### config.mk
export PLATFORM = sky130hd
export DESIGN_NAME = sdt_fifo
export DESIGN_NICKNAME = d
export VERILOG_FILES = /design/src/rtl/core/assert_macros.svh /design/src/rtl/core/sdt_pkg.sv /design/src/rtl/core/sdt_fifo.sv
export SDC_FILE = /design/constraint.sdc
export NUM_CORES = 1
export LEC_CHECK = 0
export ABC_AREA = 1
export BUFFER_PORTS_ARGS = -buffer_cell sky130_fd_sc_hd__buf_2
export CAP_MARGIN = 20
export CORE_MARGIN = 3
export CORE_UTILIZATION = 55
export DETAILED_ROUTE_END_ITERATION = 10
export PLACE_DENSITY_LB_ADDON = 0.05
export SLEW_MARGIN = 20
export SYNTH_ARGS = -nofsm -noshare
export SYNTH_HDL_FRONTEND = slang
export SYNTH_SLANG_ARGS = --single-unit
### constraint.sdc
create_clock -name clk -period 5.47 [get_ports clk]
set_clock_uncertainty 0.1 [all_clocks]
set_input_delay 1.094 -clock clk [delete_from_list [all_inputs] [get_ports clk]]
set_output_delay 1.094 -clock clk [all_outputs]
set_load 0.005 [all_outputs]
### src/rtl/core/assert_macros.svh
// ----------------------------------------------------------------------------
// Assertion macros
// Shared concurrent assertion wrappers for the distance transform block.
// ----------------------------------------------------------------------------
`ifndef ASSERT_MACROS_SVH
`define ASSERT_MACROS_SVH

// Same-cycle implication, switched off while reset is high.
`define SDT_ASSERT_IMP(label, clk, rst, ante, cons, msg) \
  label: assert property (@(posedge clk) disable iff (rst) (ante) |-> (cons)) \
    else $error(msg);

// Next-cycle implication, switched off while reset is high.
`define SDT_ASSERT_NXT(label, clk, rst, ante, cons, msg) \
  label: assert property (@(posedge clk) disable iff (rst) (ante) |=> (cons)) \
    else $error(msg);

`endif

### src/rtl/core/sdt_pkg.sv
// ----------------------------------------------------------------------------
// Distance transform package
// Item types, queue entry, status groups and sequencer states.
// ----------------------------------------------------------------------------
package sdt_pkg;

  localparam int SAMPLE_W = 20;
  localparam int DIST_W   = 20;
  localparam int POS_W    = 6;
  localparam int DEN_W    = 8;

  // Item on the sample channel.
  typedef struct packed {
    logic [SAMPLE_W-1:0] sample_sq;
    logic                last;
  } sample_item_t;

  // Item on the result channel.
  typedef struct packed {
    logic [DIST_W-1:0] dist_sq;
    logic              last_res;
  } result_item_t;

  // Classified sample as it waits between front and back.
  typedef struct packed {
    logic [SAMPLE_W-1:0] sample;
    logic [POS_W-1:0]    pos;
    logic                line_end;
  } queue_item_t;

  typedef struct packed {
    logic full;
    logic empty;
  } fifo_stat_t;

  typedef struct packed {
    logic busy;
    logic scanning;
  } back_stat_t;

  typedef enum logic [3:0] {
    BK_IDLE,
    BK_READ,
    BK_CALC,
    BK_MUL,
    BK_DECIDE,
    SC_START,
    SC_LOAD,
    SC_CHECK,
    SC_CMP,
    SC_EMIT
  } back_state_t;

endpackage

### src/rtl/core/sdt_fifo.sv
// ----------------------------------------------------------------------------
// Distance transform queue
// Two-entry queue of classified samples between front and back.
// ----------------------------------------------------------------------------
module sdt_fifo import sdt_pkg::*; (
  input  logic        clk,
  input  logic        rst,
  input  logic        push,
  input  queue_item_t push_data,
  input  logic        pop,
  output queue_item_t pop_data,
  output fifo_stat_t  stat
);

  localparam int DEPTH = 2;
  localparam int PW    = $clog2(DEPTH);

  queue_item_t       entries [DEPTH];
  logic [PW-1:0]     wr_ptr;
  logic [PW-1:0]     rd_ptr;
  logic [PW:0]       count;

  assign stat.full  = (count == (PW+1)'(DEPTH));
  assign stat.empty = (count == '0);
  assign pop_data   = entries[rd_ptr];

  // Entry storage.
  always_ff @(posedge clk) begin
    if (push) begin
      entries[wr_ptr] <= push_data;
    end
  end

  // Pointers and fill level.
  always_ff @(posedge clk) begin
    if (rst) begin
      wr_ptr <= '0;
      rd_ptr <= '0;
      count  <= '0;
    end else begin
      if (push) begin
        wr_ptr <= wr_ptr + PW'(1);
      end
      if (pop) begin
        rd_ptr <= rd_ptr + PW'(1);
      end
      if (push && !pop) begin
        count <= count + (PW+1)'(1);
      end else if (pop && !push) begin
        count <= count - (PW+1)'(1);
      end
    end
  end

endmodule

==> flow_summary_export.csv, run 1 <==
group,metric,value,unit
timing,drv_slew,0,
power_and_ir_drop,ir_drop,0.000260,V
detailed_routing,wire_per_inst,15.6,µm
floorplan,row_count,22,
finish,area_growth,21.1,%
synthesis,ys.warnings.count,0,
critical_path,startpoint_type,"flop",
global_routing,grt_pass1_wl,5880,µm
placed_design,dp.final_hpwl,2610,µm
power_and_ir_drop,swShare,20.4,%
critical_path,worstPathRequired,4.28,ns
detailed_routing,wirelength,3680,µm
critical_path,worstReg2RegStart,"wr_ptr",
cts,clock_sink_count,59,
global_routing,antenna_found_initial,0,
synthesis,synth_compound_area_share,0.439,%
global_routing,grt_pass1_vias,1274,
synthesis,synth_top_flop_cell,"edfxtp_1",
power_and_ir_drop,comb_power_share,10.9,%
finish,final_nets,218,
synthesis,synthMuxAreaShare,16.6,%
synthesis,synthArstFlopShare,0,%
power_and_ir_drop,p_switching,189,µW
synthesis,synth_xor_area_share,0.384,%
cts,clock-root-buffer,"clkbuf_8",
detailed_routing,drc_errors,0,
critical_path,critPathMaxStageDelay,0.87,ns
synthesis,syn-num-nets,149,
timing,worst_slew_pin_slew,0.841,ns
synthesis,ys_types,16,
detailed_routing,drtAntennaViolNets,0,
global_routing,grt_max_degree,29,
outcome,status,"complete, no violations",
placed_design,numPortBuffers,59,
power_and_ir_drop,pwr-share-seq,58.2,%
cts,clk_pin_slew,0.05,ns
critical_path,worst_setup_path_end_kind,"output port",
cts,clk_latency,0.31,ns
cts,post_cts_resized,0,
cts,numCtsBuffers,9,
power_and_ir_drop,p_clk_share,31.0,%
synthesis,synth_edf_count,54,
timing,setup-violations-final,0,
critical_path,crit_path_top_delay_cell,"dfxtp_2",
cts,post_cts_buffers,0,
floorplan,pin_count,60,
cts,ctsHtreeMaxLevel,3,
cts,clock_path_buffers,2,
floorplan,dieHeight,70.4,µm
finish,diodes,0,
timing,post-route-min-period,2.93,ns
synthesis,synth_top_family_by_area,"multiplexers",
placed_design,place.gp.congestion,0.712,
synthesis,synthTopCellsByCount,"edfxtp_1 (54), mux2_4 (20), inv_1 (9), mux2_2 (7), nor2_1 (7)",
floorplan,core_area,3830,µm²
synthesis,synth-seq-area-share,75.6,%
detailed_routing,dr.pass1.iters,4,
critical_path,critical_path.max_fanout,27,
floorplan,dieArea,4950,µm²
worst_hold_path,hold_path.class,"reg -> reg",
synthesis,synth.area.top_cells,"edfxtp_1 (71%), mux2_4 (13%), dfxtp_1 (4.4%)",
detailed_routing,drtIter0Drc,79,
floorplan,die_x,70.4,µm
synthesis,yosys.area_share.simple,2.69,%
timing,setup-tns-final,0,ns
finish,drive_gt1_share,52.7,%
timing,rsz0062_at_grt,"no",
synthesis,synth_top_area_share,71.2,%
power_and_ir_drop,leakagePower,0.00113,µW
power_and_ir_drop,powerDensity,335,nW/µm²
synthesis,syn-cell-area,2280,µm²
synthesis,ys_ff_latch,59,
worst_hold_path,min_from,"wr_ptr",
cts,holdBufCountCts,0,
synthesis,syn_inst,117,
synthesis,synthAdderAreaFrac,0.549,%
synthesis,yosysMostFrequentCell,"edfxtp_1",
placed_design,place_area,2590,µm²
detailed_routing,num_vias,1188,
global_routing,grtUsageTotal,16.4,%
floorplan,initial_utilization,59.5,%
timing,post-route-period-util,53.5,%
critical_path,cp_cell_sequence,"mux2_2 > buf_2",
timing,final_hold_viol_count,0,
finish,fill_cells,243,
finish,design_area,2760,µm²
timing,slew_headroom,43.9,%
power_and_ir_drop,internal_power,736,µW
timing,max_freq,0.341,GHz
critical_path,criticalPathCategory,"reg -> out",
synthesis,syn_area_per_cell,19.5,µm²
critical_path,cp.arrival,1.73,ns
run,cap_viol_max_count,0,
global_routing,gr-total-overflow,0,
synthesis,yosys.area.top_type,"edfxtp_1",
detailed_routing,via_per_inst,5.03,
cts,cts_tree,"built",
==> per-stage QoR <==
stage	hold slack [ns]	power, µW	std cells	setup WS, ns	util (%)
2_1_floorplan	0.380	606	117	2.68	-
3_3_place_gp	0.398	640	222	2.89	67.8
3_5_place_dp	0.423	648	222	2.84	67.8
4_1_cts	0.432	935	235	2.50	71.4
5_1_grt	0.453	975	236	2.42	72.1
6_report	0.429	925	236	2.54	72.1
==> final timing paths <==
kind | slack [ns] | cells past startpoint | end
worst max-delay path | 2.54 | 2 | pop_data[7]
worst min-delay path | 0.43 | 2 | wr_ptr
worst max register to register | 3.78 | 2 | entries[0][3]
worst min register to register | 0.43 | 2 | wr_ptr
==> cell type report <==
| cell class | count | area (µm²) | area share (%) |
|---|---|---|---|
| Clock inverter | 1 | 3.75 | 0.136 |
| Multi-Input combinational cell | 46 | 474 | 17.2 |
| Inverter | 9 | 33.8 | 1.22 |
| Clock buffer | 12 | 135 | 4.90 |
| Sequential cell | 59 | 1720 | 62.4 |
| Timing Repair Buffer | 61 | 330 | 12.0 |
| Tap cell | 48 | 60.1 | 2.18 |
==> routing by layer <==
metal  up-vias  wire (µm)  share of wire, %  global-route usage [%]
met2        41       2070                56                    28.8
li1        569          -                 -                       -
met3         2        218               5.9                    7.19
met5         -          0                 0                       0
met1       576       1380                38                    17.0
met4         0         14              0.38                    6.38
==> sequential cells by signal, indices dropped and copies added, names as in the netlist, named ones only <==
register  cells
entries      54
count         2
rd_ptr        1
wr_ptr        1
==> cells in the final DEF, fill, tap and decap left out <==
master | synthesis | routed
a21oi_1 | 1 | 1
buf_16 | 0 | 1
buf_2 | 0 | 59
buf_4 | 0 | 1
clkbuf_1 | 0 | 3
clkbuf_8 | 0 | 9
clkinv_1 | 0 | 1
dfxtp_1 | 5 | 4
dfxtp_2 | 0 | 1
edfxtp_1 | 54 | 54
ha_1 | 1 | 1
inv_1 | 9 | 9
mux2_2 | 7 | 7
mux2_4 | 20 | 20
nand2_1 | 5 | 5
nand3_1 | 1 | 1
nand4_1 | 1 | 1
nor2_1 | 7 | 6
nor2_2 | 0 | 1
nor3_1 | 1 | 1
o21ai_0 | 1 | 1
xnor2_1 | 1 | 1
==> kinds of logic (layout without fill, tap and decap cells) <==
group / count (synthesis) / after routing
adders and majority gates: 1 / 1
DFF: 59 / 59
xor gates and xnor gates: 1 / 1
and+or+nand+nor: 15 / 15
muxes: 27 / 27
AOI/OAI and AO/OA: 2 / 2
buffers and inverters: 12 / 83
==> power by group through the flow <==
stage	Combinational, µW	Clock, µW	Sequential, µW
4_1_cts	99.9	296	539
3_5_place_dp	99.3	0	548
6_report	101	286	538
3_3_place_gp	94.2	0	546
5_1_grt	109	325	541
2_1_floorplan	70.4	0	536
==> critical path: cells and delay by family, from the launching register on <==
kind / cells / cell delay (ns)
mux: 1 / 0.41
buf+inv: 1 / 0.13
flops: 1 / 0.87
Note: power is estimated with default switching activity, not from simulation.
==> inputs of run 2 (changes only) <==
Settings changed: ABC_AREA 1 to 0, CORE_UTILIZATION 55 to 51.
Clock period 5.47 ns to 2.9 ns, I/O delays scaled along.
==> flow_summary_export.csv, run 2 <==
group,metric,value,unit
critical_path,critPathMaxStageDelay,0.37,ns
critical_path,worst_setup_path_end_kind,"output port",
cts,post_cts_buffers,0,
timing,setup-violations-final,0,
timing,max_freq,0.485,GHz
finish,area_growth,24.7,%
synthesis,synthTopCellsByCount,"edfxtp_1 (54), mux2_2 (27), dfxtp_1 (5), nor2_1 (5)",
power_and_ir_drop,ir_drop,0.000360,V
finish,diodes,0,
synthesis,syn-num-nets,138,
finish,fill_cells,264,
synthesis,synthAdderAreaFrac,0.581,%
detailed_routing,via_per_inst,4.88,
finish,seq_area,1720,µm²
timing,rsz0062_at_grt,"no",
critical_path,cp_cell_sequence,"buf_4 > mux2_2 > buf_2",
placed_design,place.gp.congestion,0.674,
finish,multi_input_area,410,µm²
synthesis,syn_area_per_cell,20.3,µm²
critical_path,criticalPathCategory,"reg -> out",
detailed_routing,wirelength,3400,µm
synthesis,ys_types,16,
timing,post-route-period-util,71.1,%
finish,largest_reg_flops,54,
timing,post-route-min-period,2.06,ns
synthesis,synth_xor_area_share,1.63,%
timing,setup-tns-final,0,ns
detailed_routing,dr.pass1.iters,4,
global_routing,gr-total-overflow,0,
timing,final_hold_viol_count,0,
synthesis,syn-cell-area,2150,µm²
finish,reg_top3,"entries (54), count (2)",
timing,slew_headroom,65.1,%
cts,clock_sink_count,59,
critical_path,cp.arrival,1.38,ns
global_routing,grt_pass1_wl,5470,µm
finish,final_common_cell,"buf_2",
synthesis,ys_ff_latch,59,
cts,clock_path_buffers,2,
floorplan,die_x,71.0,µm
cts,clk_latency,0.32,ns
floorplan,pin_count,60,
detailed_routing,drtAntennaViolNets,0,
critical_path,critical_path.max_fanout,15,
synthesis,synth_top_area_share,75.3,%
cts,clock-root-buffer,"clkbuf_8",
cts,cts_tree,"built",
floorplan,core_area,3850,µm²
power_and_ir_drop,leakagePower,0.00104,µW
floorplan,row_count,22,
critical_path,worstPathRequired,2.22,ns
finish,top_register,"entries",
floorplan,dieHeight,71.0,µm
detailed_routing,num_vias,1122,
synthesis,synthArstFlopShare,0,%
synthesis,synthMuxAreaShare,14.1,%
detailed_routing,drtIter0Drc,52,
synthesis,yosysMostFrequentCell,"edfxtp_1",
synthesis,yosys.area_share.simple,2.15,%
finish,drive_gt1_share,56.0,%
synthesis,synth_edf_count,54,
cts,numCtsBuffers,9,
critical_path,crit_family,"multiplexers",
synthesis,synth_compound_area_share,0.465,%
synthesis,synth_top_family_by_area,"multiplexers",
timing,drv_slew,0,
cts,clk_pin_slew,0.06,ns
synthesis,synth_top_flop_cell,"edfxtp_1",
synthesis,synth.area.top_cells,"edfxtp_1 (75%), mux2_2 (14%), dfxtp_1 (4.6%)",
placed_design,dp.final_hpwl,2430,µm
power_and_ir_drop,powerDensity,661,nW/µm²
detailed_routing,drc_errors,0,
worst_hold_path,hold_path.class,"in -> reg",
synthesis,yosys.area.top_type,"edfxtp_1",
run,cap_viol_max_count,0,
global_routing,grtUsageTotal,15.1,%
synthesis,ys.warnings.count,0,
critical_path,crit_path_top_delay_cell,"mux2_2",
floorplan,initial_utilization,55.9,%
power_and_ir_drop,p_total,1780,µW
synthesis,synth-seq-area-share,80.0,%
detailed_routing,wire_per_inst,14.8,µm
finish,final_cell_mix,"buf_2 (59), edfxtp_1 (54), mux2_2 (27), clkbuf_8 (9)",
cts,holdBufCountCts,0,
finish,final_nets,209,
cts,ctsHtreeMaxLevel,3,
floorplan,dieArea,5040,µm²
global_routing,antenna_found_initial,0,
synthesis,syn_inst,106,
critical_path,startpoint_type,"flop",
global_routing,grt_max_degree,20,
outcome,status,"complete, no violations",
placed_design,numPortBuffers,59,
global_routing,grt_pass1_vias,1182,
timing,worst_slew_pin_slew,0.521,ns
cts,post_cts_resized,0,
critical_path,path_buf_inv,2,
run 2: report_power, final:
group / switching (µW) / leakage [µW] / internal [µW]
logic: 90.4 / 0.000412 / 106
clock network: 276 / 0.0000773 / 297
registers: 16.0 / 0.000548 / 990
total: 383 / 0.00104 / 1390
run 2: path summary, 6_finish.rpt:
path / startpoint / to / slack (ns) / cells after the start
setup / recovery: flop / pop_data[24] / 0.84 / 3
hold / removal: push_data[12] / entries[1][12] / 0.34 / 1
setup reg to reg: wr_ptr / entries[1][22] / 1.36 / 2
hold reg to reg: count[1] / count[1] / 0.41 / 2
run 2: cell type report:
cell class	count	area share, %
clock buffers	11	4.89
clock inverters	5	0.746
inverters	1	0.140
multi-input cells	43	15.3
flip-flops and latches	59	64.1
well taps	48	2.24
repair buffers	63	12.6
run 2: stage by stage:
stage               hold slack, ns  setup slack (ns)  area, µm²  util (%)  instances
floorplan                    0.361             0.572       2150         -        106
global placement             0.376              1.05       2530      65.7        214
detailed placement           0.409              1.03       2530      65.7        214
CTS                          0.324             0.805       2690      69.7        230
global route                 0.325             0.758       2690      69.7        230
finish                       0.342             0.838       2690      69.7        230
run 2: kinds of logic (layout without fill, tap and decap cells):
| logic type | Yosys count | in the layout |
|---|---|---|
| flops | 59 | 59 |
| simple gates | 9 | 9 |
| xor+xnor | 4 | 4 |
| fa+ha+maj | 1 | 1 |
| mux | 27 | 27 |
| buf+inv | 4 | 80 |
| compound gates | 2 | 2 |
run 2: routing by layer:
metal | vias to the layer above | GRT usage [%] | part of all wire (%)
li1 | 548 | - | -
met1 | 525 | 15.9 | 39
met2 | 45 | 25.1 | 52
met3 | 4 | 6.82 | 7.6
met4 | 0 | 8.14 | 1.1
met5 | - | 0 | 0
